### src/rtl/vdi_ram.sv
// Generic single-port-write, single-port-read RAM with registered read data.
// Self-contained; width and depth come in as parameters.
`timescale 1ns / 1ps

module vdi_ram #(
  parameter int WIDTH = 8,
  parameter int DEPTH = 16
) (
  input  logic                     clk,
  input  logic                     we,
  input  logic [$clog2(DEPTH)-1:0] waddr,
  input  logic [WIDTH-1:0]         wdata,
  input  logic                     re,
  input  logic [$clog2(DEPTH)-1:0] raddr,
  output logic [WIDTH-1:0]         rdata
);

  logic [WIDTH-1:0] mem [DEPTH];

  always_ff @(posedge clk) begin
    if (we) begin
      mem[waddr] <= wdata;
    end
    if (re) begin
      rdata <= mem[raddr];
    end
  end

endmodule

### config.mk
export PLATFORM = sky130hd
export DESIGN_NAME = vdi_ram
export DESIGN_NICKNAME = d
export VERILOG_FILES = /design/src/rtl/vdi_ram.sv
export SDC_FILE = /design/constraint.sdc
export NUM_CORES = 1
export LEC_CHECK = 0
export BUFFER_PORTS_ARGS = -buffer_cell sky130_fd_sc_hd__buf_2
export CAP_MARGIN = 10
export CORE_ASPECT_RATIO = 0.8
export CORE_UTILIZATION = 35
export CTS_CLUSTER_DIAMETER = 60
export DETAILED_ROUTE_END_ITERATION = 8
export PLACE_DENSITY = 0.59
export REMOVE_ABC_BUFFERS = 1
export SLEW_MARGIN = 20
export SYNTH_ARGS = -nofsm -noshare
export SYNTH_HDL_FRONTEND = slang
export SYNTH_SLANG_ARGS = --single-unit
### constraint.sdc
create_clock -name clk -period 3.4 [get_ports clk]
set_input_delay 0.68 -clock clk [delete_from_list [all_inputs] [get_ports clk]]
set_output_delay 0.68 -clock clk [all_outputs]
set_load 0.02 [all_outputs]
==> results.md <==
* Outcome: complete, but fails checks
* Failing checks: DRC
* Post-detail-place hpwl at 6.78 mm
* Classification of the worst-slack hold path: primary input to flop
* Antenna Nets Post-Route at 0
* Tcrit/Tclk final at 60.8%
* Num ports at 27
* PortBufs at 26
* Die width at 139 µm
* Initial core utilization at 36.2%
* Met1 Track Usage GR at 22.3%
* Worst path cell trace: buf_2, buf_12, mux4_1, a22oi_1, nand2_1
* DRC Markers at 3
* Cells after Synth at 229
* #FFs+latches synth at 136
* Power Total at 3.96 mW
* Hold Buf Count CTS at 0
* Max-cap violations at 0
* Area delta synth->final at 18.5%
* Crit Path Category: primary input to flop
* Initial DRT Pass Iterations at 7
* Seq/Total Area, Yosys at 78.1%
* CP Max Fanout at 22
* Clock sinks at 136
* CORE AREA at 14400 µm²
* Met3 usage at 3.80%
* Fillers at 1269
* Worst Path Required at 3550 ps
* Unrepaired setup endpoints after global routing: false
* Vias in the first global route at 2432
* Post-CTS Setup Inserts at 0
* Post-route non-filler standard cell count at 470
* Post_cts resized at 0
* Overflow after GRT at 0
* Worst setup SP type: primary input
* Total CTS buffers at 17
* Setup TNS at 0 ps
* CP max stage cell: mux4_1
* Fin crit period at 2070 ps
* Commonest non-fill, non-tap cell in the layout: edfxtp_1
* Insertion delay to the later sink of the worst-skew pair at 410 ps
* DR vias at 2457
* Buf/Inv on CP at 2
* TritonCTS clock tree: yes
* Die H at 111 µm
* Most frequent cells in the layout: edfxtp_1, buf_2, mux4_2, clkbuf_16, a22oi_1
* H-Tree Depth at 4
* Critical Path End Type: flop
* Initial antenna violation count at 0
* PwrDens at 639 nW/µm²
* GR Util met2 at 20.6%
* Worst vdd ir at 0.000332 V
* Detailed Route Iter0 Violations at 272
* Warnings, synthesis at 0
* Slew HR at 32.1%
* Clk slew on worst S/H paths at 60 ps
* Avg WL per Cell at 22.6 µm
* P_leak at 2.05 nW
* Vias per cell at 5.23
* First-pass GRT wire length at 15.7 mm
* Slew Limit Fails at 0
* Largest net degree at the start of global routing at 23
* Total wire length at 10.6 mm
* Slew @ Worst Pin at 1010 ps
* Avg Cell Area, Syn at 22.8 µm²
* Slowest stage delay, CP at 620 ps
* Diodes inserted at 0
* GRT Util Overall at 14.7%
* Post-Syn Area at 5230 µm²
* CTS max path bufs at 2
* Family with the most delay on the worst path: multiplexers
* Worst Skew at 8.33 ps
* Final Hold Viols at 0
* Max Fclk at 0.483 GHz
* Overall die area at 15400 µm²
* Row cnt at 39
* CP arrival at 2220 ps
* Yosys cell types at 18
* # nets final at 292
* Share of post-route cells with drive strength above 1 at 29.0%
* WHS at 643 ps
* Routability cong. at 0.675
* Clock root cell: clkbuf_16
* Inst Count DP at 438
* Global routing's busiest layer: met1
* Final setup violating endpoints at 0
==> flip-flops by register name (all words and copies together), names as in the netlist <==
signal,cells
rdata,8
mem,128
==> through the flow <==
step	worst slack (ps)	area [µm²]	util (%)
5_1_grt	1250	6190	42.9
6_report	1330	6190	42.9
3_3_place_gp	900	5580	38.6
3_5_place_dp	901	5580	38.6
4_1_cts	1310	6190	42.9
2_1_floorplan	1230	5140	-
==> synth_stat cells (all sizes together) <==
library cell	number	share of area, %
nand2	9	0.65
edfxtp	136	78
nor2b	1	0.12
nor2	13	0.93
or3b	1	0.17
nand3	1	0.096
and2	1	0.12
and2b	1	0.14
nand2b	2	0.24
nand3b	2	0.29
clkdlybuf4s25	3	0.57
mux4	32	15
buf	7	1.1
a22oi	16	2.3
nor3	4	0.38
==> cell type report <==
type                    count  area, µm²  area share, %
flip-flops and latches    136       4080           66.0
multi-input cells          83       1060           17.1
clock buffers              18        429           6.93
well taps                 184        230           3.72
repair buffers             35        210           3.39
clock inverters            14        181           2.93
==> worst reg2reg max path, cell delays in order (launching register included) <==
cell and delay (ps):
edfxtp_1 350, mux4_1 550, a22oi_1 240, nand2_1 80
==> metal layers <==
metal,up-vias,share of wire (%)
met2,100,45
met3,5,6.2
met4,0,0.67
li1,1068,-
met1,1284,48
met5,-,0
==> where the power goes <==
part | leakage, nW | switching, mW | internal, mW
Clock | 0.287 | 0.659 | 1.22
Combinational | 0.525 | 0.110 | 0.0695
Sequential | 1.24 | 0.0109 | 1.89
==> kinds of logic (layout without fill, tap and decap cells) <==
logic type / after synthesis / after routing / synth area share [%]
buffers and inverters: 10 / 67 / 1.65
AOI/OAI and AO/OA: 16 / 16 / 2.30
DFF: 136 / 136 / 78.1
and+or+nand+nor: 35 / 35 / 3.14
muxes: 32 / 32 / 14.8
==> worst paths after layout <==
path / from / to / slack [ps] / cells after the start
setup / recovery: raddr[0] / rdata[1] / 1330 / 5
hold / removal: re / rdata[6] / 640 / 1
setup reg to reg: mem[1][1] / rdata[1] / 1930 / 3
hold reg to reg: mem[7][0] / rdata[0] / 750 / 3
Power figures use the tool's default switching activity.
