**config.mk**
```make
export PLATFORM = sky130hd
export DESIGN_NAME = vdi_ctrl
export DESIGN_NICKNAME = d
export VERILOG_FILES = /design/src/rtl/vdi_pkg.sv /design/src/rtl/vdi_ctrl.sv
export SDC_FILE = /design/constraint.sdc
export NUM_CORES = 1
export LEC_CHECK = 0
export ABC_AREA = 1
export BUFFER_PORTS_ARGS = -buffer_cell sky130_fd_sc_hd__buf_4
export CORE_AREA = 2 2 321 323
export CTS_CLUSTER_DIAMETER = 100
export DETAILED_ROUTE_END_ITERATION = 10
export DIE_AREA = 0 0 323 325
export GPL_ROUTABILITY_DRIVEN = 0
export HOLD_SLACK_MARGIN = 0.05
export SLEW_MARGIN = 20
export SYNTH_ARGS = -nofsm -noshare
export SYNTH_HDL_FRONTEND = slang
export SYNTH_SLANG_ARGS = --single-unit
```
**constraint.sdc**
```tcl
create_clock -name clk -period 8.1 [get_ports clk]
set_clock_uncertainty 0.1 [all_clocks]
set_input_delay 1.215 -clock clk [delete_from_list [all_inputs] [get_ports clk]]
set_output_delay 1.215 -clock clk [all_outputs]
set_load 0.05 [all_outputs]
```
**src/rtl/vdi_pkg.sv**
```systemverilog
// Shared constants and types for the vertex dedup indexer.
// No dependencies; every other file but vdi_ram takes names from here by scope.
`timescale 1ns / 1ps

package vdi_pkg;

  localparam int MAX_VERTICES = 1024;
  localparam int NCOMP        = 8;
  localparam int COMP_W       = 32;
  localparam int ENTRY_W      = NCOMP * COMP_W;
  localparam int IDX_W        = (MAX_VERTICES > 1) ? $clog2(MAX_VERTICES) : 1;
  localparam int CNT_W        = $clog2(MAX_VERTICES + 1);
  localparam int VIDX_W       = 10;
  localparam int UCNT_W       = 11;

  localparam logic [COMP_W-1:0] MAG_MASK = 32'h7FFF_FFFF;
  localparam logic [COMP_W-1:0] INF_BITS = 32'h7F80_0000;

  typedef struct packed {
    logic               we;
    logic [IDX_W-1:0]   waddr;
    logic [ENTRY_W-1:0] wdata;
    logic               re;
    logic [IDX_W-1:0]   raddr;
  } ram_req_t;

endpackage

```
**src/rtl/vdi_ctrl.sv**
```systemverilog
// Search sequencer: scans stored entries one per cycle, appends on a miss,
// and holds the result beat. Depends on vdi_pkg; drives the table RAM.
`timescale 1ns / 1ps

module vdi_ctrl (
  input  logic                         clk,
  input  logic                         rst,
  input  logic                         in_valid,
  output logic                         in_stall,
  input  logic [vdi_pkg::ENTRY_W-1:0]  in_vtx,
  output logic [vdi_pkg::ENTRY_W-1:0]  vtx,
  input  logic                         hit,
  output vdi_pkg::ram_req_t            ram_req,
  output logic                         out_valid,
  input  logic                         out_stall,
  output logic [vdi_pkg::VIDX_W-1:0]   vertex_index,
  output logic                         matched,
  output logic                         table_full,
  output logic [vdi_pkg::UCNT_W-1:0]   unique_count
);

  typedef enum logic [3:0] {
    ST_IDLE   = 4'b0001,
    ST_SCAN   = 4'b0010,
    ST_DECIDE = 4'b0100,
    ST_DONE   = 4'b1000
  } state_t;

  localparam logic [vdi_pkg::CNT_W-1:0] CNT_MAX = vdi_pkg::CNT_W'(vdi_pkg::MAX_VERTICES);

  state_t                      state;
  state_t                      state_next;
  logic [vdi_pkg::CNT_W-1:0]   count;
  logic [vdi_pkg::CNT_W-1:0]   rd_idx;
  logic                        rd_pend;
  logic [vdi_pkg::IDX_W-1:0]   cmp_idx;
  logic                        found;
  logic [vdi_pkg::IDX_W-1:0]   found_idx;
  logic [vdi_pkg::CNT_W-1:0]   res_idx;
  logic                        res_full;
  logic                        issue;
  logic                        is_full;
  logic                        append;
  logic                        out_free;

  assign in_stall = (state != ST_IDLE);
  assign issue    = (state == ST_SCAN) && (rd_idx != count) && !found && !(rd_pend && hit);
  assign is_full  = (count == CNT_MAX);
  assign append   = (state == ST_DECIDE) && !found && !is_full;
  assign out_free = !out_valid || !out_stall;

  // Writes land only in DECIDE, after the scan has drained, so reads never overlap them.
  always_comb begin
    ram_req.re    = issue;
    ram_req.raddr = rd_idx[vdi_pkg::IDX_W-1:0];
    ram_req.we    = append;
    ram_req.waddr = count[vdi_pkg::IDX_W-1:0];
    ram_req.wdata = vtx;
  end

  always_comb begin
    state_next = state;
    case (state)
      ST_IDLE:   if (in_valid) state_next = ST_SCAN;
      ST_SCAN:   if (!issue && !rd_pend) state_next = ST_DECIDE;
      ST_DECIDE: state_next = ST_DONE;
      ST_DONE:   if (out_free) state_next = ST_IDLE;
      default:   state_next = ST_IDLE;
    endcase
  end

  always_ff @(posedge clk) begin
    if (rst) begin
      state     <= ST_IDLE;
      count     <= '0;
      rd_idx    <= '0;
      rd_pend   <= 1'b0;
      found     <= 1'b0;
      out_valid <= 1'b0;
    end else begin
      state   <= state_next;
      rd_pend <= issue;
      if (state == ST_IDLE && in_valid) begin
        rd_idx <= '0;
        found  <= 1'b0;
      end
      if (issue) begin
        rd_idx <= rd_idx + 1'b1;
      end
      if (state == ST_SCAN && rd_pend && hit) begin
        found <= 1'b1;
      end
      if (append) begin
        count <= count + 1'b1;
      end
      if (state == ST_DONE && out_free) begin
        out_valid <= 1'b1;
      end else if (!out_stall) begin
        out_valid <= 1'b0;
      end
    end
  end

  always_ff @(posedge clk) begin
    if (state == ST_IDLE && in_valid) begin
      vtx <= in_vtx;
    end
    if (issue) begin
      cmp_idx <= rd_idx[vdi_pkg::IDX_W-1:0];
    end
    if (state == ST_SCAN && rd_pend && hit) begin
      found_idx <= cmp_idx;
    end
    if (state == ST_DECIDE) begin
      res_full <= !found && is_full;
      if (found) begin
        res_idx <= vdi_pkg::CNT_W'(found_idx);
      end else if (is_full) begin
        res_idx <= '0;
      end else begin
        res_idx <= count;
      end
    end
    if (state == ST_DONE && out_free) begin
      vertex_index <= vdi_pkg::VIDX_W'(res_idx);
      matched      <= found;
      table_full   <= res_full;
      unique_count <= vdi_pkg::UCNT_W'(count);
    end
  end

  a_rd_in_range: assert property (@(posedge clk) disable iff (rst)
    rd_idx <= count) else $error("scan index ran past the stored count");

  a_count_max: assert property (@(posedge clk) disable iff (rst)
    count <= CNT_MAX) else $error("stored count exceeds table depth");

  a_found_below: assert property (@(posedge clk) disable iff (rst)
    found |-> (vdi_pkg::CNT_W'(found_idx) < count))
    else $error("match index not below stored count");

  a_no_rw_clash: assert property (@(posedge clk) disable iff (rst)
    ram_req.we |-> (!ram_req.re && !rd_pend))
    else $error("table write overlaps a scan read");

  a_count_step: assert property (@(posedge clk) disable iff (rst)
    (state != ST_DECIDE) |=> (count == $past(count)))
    else $error("stored count changed outside decide");

endmodule

```
==> qor.csv <==
stage,metric,value,unit
yosys,ys_seq_area_share,74.4,%
yosys,synth_top_area_share,70.1,%
pwr,peakVddDrop,0.180,mV
cells_and_area,fin_area,20700,um2
drt,drcViolationCount,0,
cts,clkTransAtPathRegs,0.05,ns
cts,cts_tree,built,
floorplanning,initial_core_util,13.1,%
yosys,synthArstFlopShare,0,%
setup_path,setup.worst_path.end_class,output port,
floorplanning,fp.dieW,323,um
timing,slew_headroom,25.2,%
drt,avgRoutedWirePerCell,23.6,um
setup_path,required,6.78,ns
global_routing,first_global_vias,9138,
place,portBuffers,819,
yosys,synthTopCellsByArea,"edfxtp_1 70%, buf_4 16%, dfxtp_1 4.4%",
drt,dr.first_iter.drc_count,594,
cts,cts_root_buf,clkbuf_16,
floorplanning,die_h,325,um
global_routing,globalRouteOverflowTotal,0,
yosys,syn_nets,1156,
run,maxCapViolations,0,
pwr,p_leak,8.41,nW
cells_and_area,fin_nets,1735,
global_routing,grt_usage,12.3,%
cts,h-tree-depth,2,
cells_and_area,drive_gt1_share,60.3,%
setup_path,arrival,3.25,ns
drt,num_vias,9263,
timing,rsz0062_at_grt,false,
setup_path,crit_path_start_kind,primary input,
global_routing,grt_start_max_net_pins,150,
yosys,synth_edf_count,310,
drt,dr.pass1.iters,5,
place,dpl_cell_area,19000,um2
yosys,netlist_instances,892,
drt,routed_wl,68.1,mm
timing,drv_slew,0,
timing,finalSetupTns,0,ns
cts,post_cts_buffers,0,
pwr,total_power,6.52,mW
yosys,yosysTopAreaCell,edfxtp_1,
cells_and_area,fillerInstances,11000,
cts,cts_resized,0,
worst_hold_path,min_path_type,reg -> reg,
yosys,avgSynthCellArea,14.9,um2
cts,cts_buffers,46,
timing,setup_viol,0,
pwr,power_density,315,nW/um2
drt,postRouteAntennaNets,0,
yosys,ys_ff_latch,339,
cts,clk_path_buf_depth,3,
yosys,synthDistinctLibCells,25,
timing,period_share,56.4,%
yosys,ys_warn_count,0,
floorplanning,dieArea,105000,um2
outcome,outcome,"finished, final reports clean",
floorplanning,fp.coreArea,101000,um2
global_routing,antenna_found_initial,31,
place,hpwlAfterDp,56.3,mm
global_routing,grt_first_pass_wirelength,85.7,mm
yosys,synth_ff_type,edfxtp_1,
cells_and_area,area_growth,55.6,%
cells_and_area,multiInputGateArea,1120,um2
timing,fmaxAchievable,219,MHz
floorplanning,rows,117,
cells_and_area,final_core_util,20.4,%
yosys,netlist_area,13300,um2
cts,worstSkewPairLatency,0.61,ns
setup_path,path_class,in -> out,
setup_path,critPathMaxFanout,13,
timing,period_minus_slack,4.57,ns
timing,hold_viol,0,
drt,viasPerCell,3.21,
cts,clock_sinks,339,
timing,worstMarginPinSlew,1.12,ns
floorplanning,ioPinCount,820,
cts,holdBufCountCts,0,
cells_and_area,seqCellArea,9890,um2
-- path summary, 6_finish.rpt --
check,start,endpoint,slack [ns],cells after the start
worst max-delay path,hit,ram_req[10],3.53,7
worst min-delay path,res_idx[5],vertex_index[5],0.32,0
worst max register to register,state[0],vtx[206],4.85,5
worst min register to register,res_idx[5],vertex_index[5],0.32,0
-- cells by family (layout without fill, tap and decap cells) --
family,count (synthesis),after routing,share of synthesized area (%)
AOI/OAI and AO/OA,41,41,1.65
xor gates and xnor gates,15,15,0.989
adders and majority gates,3,3,0.283
buffers and inverters,323,938,17.2
DFF,339,339,74.4
other,0,9,0
and+or+nand+nor,171,171,5.44
-- report_power, final --
part           switching [mW]  total, mW  internal [mW]
logic                    1.52       2.01          0.486
registers               0.161       2.32           2.16
clock network           0.854       2.19           1.34
-- sequential cells by signal, summed over array words and instances, names as in the netlist, 4 cells and up --
register / cells
cmp_idx: 10
count: 11
found_idx: 10
rd_idx: 11
res_idx: 10
state: 4
unique_count: 11
vertex_index: 10
vtx: 256
-- through the flow --
stage               hold WS [ns]  worst slack (ns)  instances
floorplan                  0.300             0.948        892
global placement           0.302              3.67       2791
CTS                        0.318              3.58       2875
finish                     0.316              3.53       2884
detailed placement         0.305              3.58       2791
global route               0.329              3.38       2875
-- cells in the mapped netlist (2+ instances only) --
master	count
buf_2	2
ha_1	3
o21ai_0	17
xor2_1	9
dfxtp_1	29
nand4_1	6
nor2_1	28
nand3b_1	2
clkbuf_1	4
inv_2	5
nand3_1	30
buf_4	281
a21oi_1	20
edfxtp_1	310
xnor2_1	6
nand2_1	95
buf_6	2
a21oi_2	3
inv_1	29
nor3_1	6
-- routing by layer --
metal / routed length (um) / GRT usage (%) / vias up
li1: - / - / 3991
met1: 23100 / 12.7 / 4500
met2: 32600 / 20.7 / 627
met3: 10000 / 7.34 / 117
met4: 2150 / 3.71 / 28
met5: 195 / 0 / -
-- layout by cell type (no fill, tap or decap), types with 17 or more instances in the layout --
| master | synthesis | final |
|---|---|---|
| dfxtp_1 | 29 | 29 |
| o21ai_0 | 17 | 17 |
| nand3_1 | 30 | 30 |
| nor2_1 | 28 | 28 |
| clkbuf_16 | 0 | 47 |
| buf_4 | 281 | 819 |
| edfxtp_1 | 310 | 310 |
| a21oi_1 | 20 | 19 |
| nand2_1 | 95 | 95 |
| inv_1 | 29 | 28 |
-- worst max-delay path, cell delays in order --
cell and delay [ns]:
buf_4 0.12, nand2_1 0.07, nand2_1 0.05, nor2_1 0.65, nand2_2 0.35, inv_1 0.45, buf_4 0.32
-- final cells by class --
cell class              count  share of cell area [%]
repair buffers            820                    29.8
well taps                1368                    8.28
clock buffers              51                    5.81
flip-flops and latches    339                    47.8
inverters                  34                   0.654
multi-input cells         230                    5.43
diodes                      9                   0.109
clock inverters            33                    2.04
Note: power is estimated with default switching activity, not from simulation.
