File: config.mk
export PLATFORM = sky130hd
export DESIGN_NAME = vdi_match
export DESIGN_NICKNAME = d
export VERILOG_FILES = /design/src/rtl/vdi_pkg.sv /design/src/rtl/vdi_match.sv
export SDC_FILE = /design/constraint.sdc
export NUM_CORES = 1
export LEC_CHECK = 0
export ABC_AREA = 1
export BUFFER_PORTS_ARGS = -buffer_cell sky130_fd_sc_hd__clkbuf_2
export CORE_AREA = 2 2 198 200
export DETAILED_ROUTE_END_ITERATION = 6
export DIE_AREA = 0 0 200 202
export PLACE_DENSITY = 0.44
export SYNTH_ARGS = -nofsm -noshare
export SYNTH_HDL_FRONTEND = slang
export SYNTH_SLANG_ARGS = --single-unit
File: constraint.sdc
create_clock -name vclk -period 1.18
set_clock_uncertainty 0.1 [all_clocks]
set_input_delay 0.118 -clock vclk [all_inputs]
set_output_delay 0.118 -clock vclk [all_outputs]
set_load 0.01 [all_outputs]
File: src/rtl/vdi_pkg.sv
// Shared constants and types for the vertex dedup indexer.
// No dependencies; every other file but vdi_ram takes names from here by scope.
`timescale 1ns / 1ps

package vdi_pkg;

  localparam int MAX_VERTICES = 1024;
  localparam int NCOMP        = 8;
  localparam int COMP_W       = 32;
  localparam int ENTRY_W      = NCOMP * COMP_W;
  localparam int IDX_W        = (MAX_VERTICES > 1) ? $clog2(MAX_VERTICES) : 1;
  localparam int CNT_W        = $clog2(MAX_VERTICES + 1);
  localparam int VIDX_W       = 10;
  localparam int UCNT_W       = 11;

  localparam logic [COMP_W-1:0] MAG_MASK = 32'h7FFF_FFFF;
  localparam logic [COMP_W-1:0] INF_BITS = 32'h7F80_0000;

  typedef struct packed {
    logic               we;
    logic [IDX_W-1:0]   waddr;
    logic [ENTRY_W-1:0] wdata;
    logic               re;
    logic [IDX_W-1:0]   raddr;
  } ram_req_t;

endpackage

File: src/rtl/vdi_match.sv
// Entry comparator: IEEE equality on all eight single-precision components.
// Depends on vdi_pkg for component and entry widths.
`timescale 1ns / 1ps

module vdi_match (
  input  logic [vdi_pkg::ENTRY_W-1:0] entry,
  input  logic [vdi_pkg::ENTRY_W-1:0] vtx,
  output logic                        hit
);

  logic [vdi_pkg::NCOMP-1:0] comp_eq;

  always_comb begin
    logic [vdi_pkg::COMP_W-1:0] a;
    logic [vdi_pkg::COMP_W-1:0] b;
    logic [vdi_pkg::COMP_W-1:0] ma;
    logic [vdi_pkg::COMP_W-1:0] mb;
    for (int k = 0; k < vdi_pkg::NCOMP; k++) begin
      a  = entry[k*vdi_pkg::COMP_W +: vdi_pkg::COMP_W];
      b  = vtx[k*vdi_pkg::COMP_W +: vdi_pkg::COMP_W];
      ma = a & vdi_pkg::MAG_MASK;
      mb = b & vdi_pkg::MAG_MASK;
      if (ma > vdi_pkg::INF_BITS || mb > vdi_pkg::INF_BITS) begin
        comp_eq[k] = 1'b0;
      end else if (ma == '0 && mb == '0) begin
        comp_eq[k] = 1'b1;
      end else begin
        comp_eq[k] = (a == b);
      end
    end
  end

  assign hit = &comp_eq;

endmodule

==> impl_metrics.csv, run 1 <==
group,metric,value,unit
sta,period_share,1.50,
sta,finalMaxSlewViolations,0,
run_status,outcome,"finished with violations",
power,p_seq_frac,0,
sta,hold_viol,0,
setup_path,cp-start-kind,"input pin",
power,clockPowerShare,0,
die,start_util,0.159,
synthesis,post_synth.cell_area_avg,4.50,um^2
power,netSwitchingPower,1570,uW
cells_and_area,seq_area,0,um^2
power,p_int,1680,uW
detailed_routing,via_count,10300,
grt,grt_first_pass_wirelength,51.5,mm
power,switching_share,0.483,
cells_and_area,area_growth,83.0,%
run_status,violations,"negative setup slack",
place,io_buffers,513,
detailed_routing,first_pass_iters,5,
sta,setup_tns,-0.589,ns
sta,fmax,565,MHz
run,cap_viol_max_count,0,
place,gp_congestion,0.957,
power,leakagePower,0.00609,uW
cells_and_area,nClkBuffers,0,
place,place_hpwl,33.4,mm
die,core_region_area,38300,um^2
power,power.density,290,nW/um^2
grt,grt_pass1_vias,10300,
cells_and_area,drive_above_1_share,0.403,
detailed_routing,drc_errors,0,
sta,setup_ws,-0.589,ns
power,power_frac_comb,1.000,
setup_path,crit_type,"input pin to output pin",
synthesis,syn_inst,1356,
setup_path,crit_required,0.96,ns
cells_and_area,mostFrequentLayoutCells,"502 x nand2_1, 500 x clkbuf_2, 236 x nor2_1",
setup_path,cp-end-kind,"output pin",
clock_tree,hold_buffers,0,
grt,grt_max_degree,5,
die,ios,513,
detailed_routing,ant_nets,0,
detailed_routing,drt-wirelength-per-cell,13.8,um
power,fin_total_pwr,3250,uW
sta,setup_viol,1,
grt,grt_antenna_before_repair,4,
cells_and_area,final_common_cell,"nand2_1",
place,dpl.cell_count,2547,
detailed_routing,totalWireLength,35.2,mm
die,rows,72,
grt,grt_overflow,0,
detailed_routing,drt-vias-per-instance,4.06,
detailed_routing,drtIter0Drc,316,
sta,post-route-min-period,1.77,ns
synthesis,synthDistinctLibCells,13,
sta,worst_pin_slew,0.326,ns
synthesis,synth_fp_nets,1868,
sta,hold_ws,0.865,ns
setup_path,crit_fanout,2,
cells_and_area,fin_cells,2543,
synthesis,ys_seq_area_frac,0,
die,die_area,40400,um^2
grt,grtUsageTotal,0.163,
synthesis,syn-cell-area,6110,um^2
hold_path,hold_class,"input pin to output pin",
power,ir_drop,0.114,mV
cells_and_area,seq_cells,0,
cells_and_area,num-nets-final,2538,
die,fp.dieH,202,um
setup_path,critPathArrivalTime,1.55,ns
die,die_w,200,um
synthesis,yosysWarningCount,0,
sta,grt_setup_unrepaired,"yes",
sta,slew-limit-headroom,0.781,
==> through the flow <==
stage / worst slack (ns) / util / cell area (um^2)
finish: -0.589 / 0.292 / 11200
detailed placement: -0.934 / 0.275 / 10500
global placement: -1.00 / 0.275 / 10500
floorplan: -0.0882 / - / 6110
global route: -0.661 / 0.292 / 11200
CTS: -0.637 / 0.279 / 10700
==> routing by layer <==
metal,global-route usage,vias to the layer above,wire length (um)
li1,-,5454,-
met1,0.179,4482,13800
met2,0.322,341,18000
met3,0.0299,37,2620
met4,0.0267,6,728
met5,0,-,37
==> worst max-delay path, stage by stage <==
cell      delay, ns
clkbuf_2       0.12
nor2_2         0.14
nand3_2        0.08
nor2_2         0.18
nand3_1        0.11
nand2_1        0.09
nand2_1        0.05
nor2_1         0.10
nand2_2        0.11
nor2_2         0.12
nand2_2        0.07
nor2_4         0.14
buf_8          0.12
==> final cells by class <==
type               instances  area, um^2
diodes                     1        2.50
inverters                201         757
repair buffers           668        3820
well taps                518         648
multi-input cells       1155        5950
fillers                 4488       27100
==> path summary, 6_finish.rpt <==
kind | slack (ns) | endpoint | startpoint | depth (start not counted)
setup / recovery | -0.59 | hit | vtx[42] | 13
hold / removal | 0.87 | hit | entry[218] | 11
==> Yosys cell counts <==
cell type	number	share of area
nor2_1	316	0.19
nand3_1	64	0.052
nand4_1	67	0.069
nor3_1	13	0.011
nand2_1	528	0.32
o21ai_0	8	0.0066
and2_1	1	0.0010
or2_4	1	0.0014
o21ai_1	1	0.00082
nor4_1	2	0.0020
xnor2_1	137	0.20
or2_1	17	0.017
inv_1	201	0.12
==> timing repair <==
| action | 4_1_cts | 5_1_grt |
|---|---|---|
| setup buffers | 0 | 0 |
| pin swaps | 29 | 93 |
| endpoints found under the setup margin | 1 | 1 |
| resized for setup | 53 | 150 |
| cloned | 0 | 0 |
==> power groups by stage <==
stage | registers [uW] | clock network (uW) | logic, uW
floorplan | 0 | 0 | 1210
global placement | 0 | 0 | 3040
detailed placement | 0 | 0 | 3080
CTS | 0 | 0 | 3140
global route | 0 | 0.000113 | 3620
finish | 0 | 0.000113 | 3250
==> cell families after synthesis <==
kind of cell / share of synthesized area
buf+inv: 0.124
simple gates: 0.673
xor+xnor: 0.197
compound gates: 0.00738
(Power assumes the default switching activity.)
==> run 2: changes to the inputs <==
==> config.mk (replaced) <==
export PLATFORM = sky130hd
export DESIGN_NAME = vdi_match
export DESIGN_NICKNAME = d
export VERILOG_FILES = /design/src/rtl/vdi_pkg.sv /design/src/rtl/vdi_match.sv
export SDC_FILE = /design/constraint.sdc
export NUM_CORES = 1
export LEC_CHECK = 0
export BUFFER_PORTS_ARGS = -buffer_cell sky130_fd_sc_hd__clkbuf_2
export CORE_AREA = 2 2 201 203
export DETAILED_ROUTE_END_ITERATION = 6
export DIE_AREA = 0 0 203 205
export PLACE_DENSITY = 0.38
export SYNTH_ARGS = -nofsm -noshare
export SYNTH_HDL_FRONTEND = slang
export SYNTH_SLANG_ARGS = --single-unit
==> run 2 against run 1 <==
- the run still ends with negative setup slack left
- non-clock buffer count is 256 higher
- via count decreased by 18%
- die area up 3.0%
- worst hold slack worse by 0.065 ns
- final cell count down 20%
- critical path type unchanged
- critical endpoint unchanged
- highest routed layer unchanged
==> impl_metrics.csv, run 2 <==
group,metric,value,unit
run_status,outcome,"finished with violations",
run_status,violations,"negative setup slack",
detailed_routing,first_pass_iters,5,
cells_and_area,final_common_cell,"clkbuf_2",
cells_and_area,mostFrequentLayoutCells,"510 x clkbuf_2, 411 x buf_4, 256 x xor2_1",
synthesis,synth_top_area_cell,"xor2_1",
die,die_w,203,um
power,p_int,1890,uW
die,start_util,0.110,
cells_and_area,n_fill_cell,4451,
synthesis,syn_inst,592,
synthesis,yosysMostFrequentCell,"xor2_1",
place,dpl.cell_count,2043,
power,switching_share,0.453,
setup_path,cp-end-kind,"output pin",
place,place_area,10700,um^2
hold_path,hold_end,"hit",
cells_and_area,seq_area,0,um^2
detailed_routing,totalWireLength,37.3,mm
grt,grt_pass1_vias,9038,
power,power.density,314,nW/um^2
sta,worst_pin_slew,0.645,ns
power,power_frac_comb,1.000,
sta,post-route-min-period,2.46,ns
grt,grt_max_degree,4,
cells_and_area,area_growth,156,%
cells_and_area,drive_above_1_share,0.645,
sta,setup_viol,1,
sta,finalMaxSlewViolations,0,
sta,grt_setup_unrepaired,"yes",
setup_path,crit_family,"simple AND/OR/NAND/NOR gates",
place,io_buffers,513,
cells_and_area,num-nets-final,2030,
power,ir_drop,0.122,mV
die,ios,513,
die,rows,73,
detailed_routing,drt-vias-per-instance,4.12,
run,cap_viol_max_count,0,
synthesis,synthTopCellsByArea,"xor2_1 52%, nor4_1 24%, nand4_1 11%, nor4_2 3.2%, nor3_1 1.9%",
cells_and_area,utilization,0.280,
detailed_routing,via_count,8413,
sta,fmax,407,MHz
detailed_routing,drc_errors,0,
sta,hold_ws,0.800,ns
setup_path,critPathArrivalTime,2.24,ns
setup_path,cpPeakStageDelay,0.45,ns
grt,grt_overflow,0,
die,fp.dieH,205,um
grt,grt_antenna_before_repair,7,
synthesis,post_synth.cell_area_avg,7.28,um^2
place,gp_congestion,0.889,
cells_and_area,nClkBuffers,0,
hold_path,hold_class,"input pin to output pin",
sta,slew-limit-headroom,0.568,
power,netSwitchingPower,1570,uW
setup_path,slowest_stage,"or4_4",
grt,grt_first_pass_wirelength,53.1,mm
hold_path,hp-start,"vtx[93]",
setup_path,cp-start-kind,"input pin",
synthesis,syn-cell-area,4310,um^2
detailed_routing,ant_nets,0,
setup_path,crit_fanout,2,
power,leakagePower,0.00545,uW
cells_and_area,seq_cells,0,
power,clockPowerShare,0,
place,place_hpwl,35.4,mm
detailed_routing,drtIter0Drc,225,
setup_path,crit_required,0.96,ns
die,die_area,41600,um^2
die,core_region_area,39400,um^2
synthesis,synthDistinctLibCells,13,
detailed_routing,drt-wirelength-per-cell,18.2,um
setup_path,crit_cells,10,
grt,grtUsageTotal,0.168,
sta,period_share,2.08,
hold_path,holdPathStages,7,
synthesis,ys_seq_area_frac,0,
setup_path,worstPathCellList,"clkbuf_2, nor4_4, buf_4, nand4_1, or4_4, o22ai_2, buf_4, nand4_1, nor3_4, clkbuf_8",
synthesis,synth_common_cells,"256 x xor2_1, 165 x nor4_1, 78 x nand4_1",
cells_and_area,fin_area,11000,um^2
synthesis,synth_fp_nets,1104,
setup_path,crit_type,"input pin to output pin",
sta,hold_viol,0,
setup_path,cp_num_buf_inv,4,
synthesis,netlist.area_leader.share,0.520,
synthesis,yosysWarningCount,0,
cells_and_area,fin_cells,2044,
place,post-place-ws,-1.67,ns
power,p_seq_frac,0,
sta,setup_ws,-1.28,ns
run 2: cell families after synthesis:
logic type	after synthesis	synth area share
and+or+nand+nor	312	0.449
xor gates and xnor gates	256	0.520
AOI/OAI and AO/OA	24	0.0311
run 2: how the worst max path moves through the flow:
| stage | start | endpoint | slack (ns) |
|---|---|---|---|
| 2_1_floorplan | vtx[165] | hit | -0.50 |
| 3_3_place_gp | entry[165] | hit | -1.68 |
| 3_5_place_dp | entry[165] | hit | -1.67 |
| 4_1_cts | entry[181] | hit | -1.38 |
| 5_1_grt | entry[118] | hit | -1.41 |
| 6_report | entry[118] | hit | -1.28 |
run 2: per-layer routing:
metal	wire (um)	track usage	vias to the layer above
met1	14300	0.185	3789
met4	620	0.0331	4
met3	2560	0.0309	30
met2	19700	0.330	359
li1	-	-	4231
met5	23	0	-
run 2: area by class of cell:
type	instances	area (um^2)	share of cell area
Timing Repair Buffer	924	5680	0.515
Multi-Input combinational cell	592	4680	0.425
Tap cell	525	657	0.0596
Antenna cell	3	7.51	0.000681
run 2: per-stage QoR:
stage          power (uW)  setup TNS [ns]
6_report             3460           -1.28
5_1_grt              3750           -1.41
4_1_cts              3460           -1.38
3_5_place_dp         3400           -1.67
3_3_place_gp         3390           -1.68
2_1_floorplan         729          -0.504
run 2: power groups by stage:
stage | sequential, uW | clock, uW | combinational [uW]
6_report | 0 | 0.000344 | 3460
5_1_grt | 0 | 0.000343 | 3750
4_1_cts | 0 | 0 | 3460
3_5_place_dp | 0 | 0 | 3400
3_3_place_gp | 0 | 0 | 3390
2_1_floorplan | 0 | 0 | 729
run 2: what timing repair did:
action | in CTS | in global routing
endpoints found under the setup margin | 1 | 1
pin swaps | 13 | 14
setup buffers | 1 | 1
endpoints found under the hold margin | 0 | 0
hold buffers | 0 | 0
resized for setup | 26 | 26
==> run 3: changes to the inputs <==
--- a/config.mk
+++ b/config.mk
@@ -10,6 +10,7 @@
 export DETAILED_ROUTE_END_ITERATION = 6
 export DIE_AREA = 0 0 203 205
 export PLACE_DENSITY = 0.38
+export SETUP_SLACK_MARGIN = 0.2
 export SYNTH_ARGS = -nofsm -noshare
 export SYNTH_HDL_FRONTEND = slang
 export SYNTH_SLANG_ARGS = --single-unit
==> run 3 against run 2 <==
- the run still ends with negative setup slack left
- count of clock-buffer cells in the layout did not move
- critical endpoint unchanged
- combinational power is essentially flat
- fmax is 2.8% lower
- largest cell class unchanged
==> impl_metrics.csv, run 3 (synthesis results as in run 2) <==
group,metric,value,unit
run_status,outcome,"finished with violations",
run_status,violations,"negative setup slack",
die,die_w,203,um
place,place_hpwl,35.4,mm
detailed_routing,first_pass_iters,4,
place,dpl.cell_count,2043,
setup_path,cp-start-kind,"input pin",
sta,fmax,395,MHz
grt,grt_pass1_vias,9015,
setup_path,crit_required,0.96,ns
setup_path,crit_fanout,2,
cells_and_area,seq_cells,0,
grt,grt_first_pass_wirelength,53.1,mm
detailed_routing,drtIter0Drc,258,
sta,period_share,2.14,
clock_tree,hold_buffers,0,
detailed_routing,via_count,8421,
sta,grt_setup_unrepaired,"yes",
sta,slew-limit-headroom,0.572,
cells_and_area,drive_above_1_share,0.643,
cells_and_area,num-nets-final,2033,
die,start_util,0.110,
detailed_routing,drc_errors,0,
hold_path,hold_class,"input pin to output pin",
cells_and_area,area_growth,155,%
sta,post-route-min-period,2.53,ns
sta,hold_ws,0.875,ns
sta,worst_pin_slew,0.639,ns
die,fp.dieH,205,um
detailed_routing,ant_nets,0,
die,core_region_area,39400,um^2
die,ios,513,
cells_and_area,seq_area,0,um^2
sta,hold_viol,0,
grt,grtUsageTotal,0.167,
setup_path,critPathArrivalTime,2.31,ns
die,rows,73,
cells_and_area,final_common_cell,"clkbuf_2",
setup_path,cp-end-kind,"output pin",
place,io_buffers,513,
cells_and_area,mostFrequentLayoutCells,"507 x clkbuf_2, 414 x buf_4, 256 x xor2_1",
setup_path,crit_type,"input pin to output pin",
place,gp_congestion,0.889,
power,leakagePower,0.00546,uW
grt,grt_max_degree,4,
die,die_area,41600,um^2
detailed_routing,drt-vias-per-instance,4.11,
sta,setup_ws,-1.35,ns
run,cap_viol_max_count,0,
sta,finalMaxSlewViolations,0,
power,power.density,313,nW/um^2
detailed_routing,drt-wirelength-per-cell,18.2,um
grt,grt_overflow,0,
cells_and_area,fin_cells,2047,
power,ir_drop,0.122,mV
cells_and_area,utilization,0.279,
grt,grt_antenna_before_repair,7,
detailed_routing,totalWireLength,37.2,mm
cells_and_area,nClkBuffers,0,
sta,setup_viol,1,
-- run 3: path summary, 6_finish.rpt --
| path | to | startpoint | cells after the start | slack [ns] |
|---|---|---|---|---|
| worst min-delay path | hit | vtx[93] | 8 | 0.88 |
| worst max-delay path | hit | vtx[165] | 9 | -1.35 |
-- run 3: final cells by class --
cell class,count,area (um^2)
diodes,3,7.51
repair buffers,927,5720
multi-input cells,592,4590
fillers,4467,28400
well taps,525,657
-- run 3: worst max-delay path, cell delays in order --
cell,delay (ns)
clkbuf_2,0.11
nor4_4,0.43
nand2_2,0.16
or4_4,0.56
o22ai_2,0.20
nand4_1,0.27
nor3_2,0.22
buf_4,0.14
buf_8,0.09
-- run 3: metal layers --
metal / vias to the layer above / GRT usage / wire (um)
met2: 367 / 0.330 / 19600
met4: 4 / 0.0315 / 683
met3: 26 / 0.0299 / 2490
li1: 4238 / - / -
met5: - / 0 / 23
met1: 3786 / 0.186 / 14400
-- run 3: repair_timing --
item / CTS / global route
setup buffers: 0 / 1
setup endpoints to repair: 1 / 1
resized for setup: 19 / 34
pin swaps: 8 / 12
-- run 3: power breakdown --
group / switching [uW] / total [uW] / leakage [uW] / internal, uW
registers: 0 / 0 / 0 / 0
logic: 1540 / 3440 / 0.00546 / 1890
clock network: 0 / 0.000344 / 0.0000000190 / 0.000344
-- run 3: per-stage QoR --
step	TNS [ns]	setup WS [ns]	cell area [um^2]	total power, uW
4_1_cts	-1.43	-1.43	10800	3440
6_report	-1.35	-1.35	11000	3440
2_1_floorplan	-0.504	-0.504	4400	729
5_1_grt	-1.42	-1.42	11000	3730
3_3_place_gp	-1.68	-1.68	10700	3390
3_5_place_dp	-1.67	-1.67	10700	3400
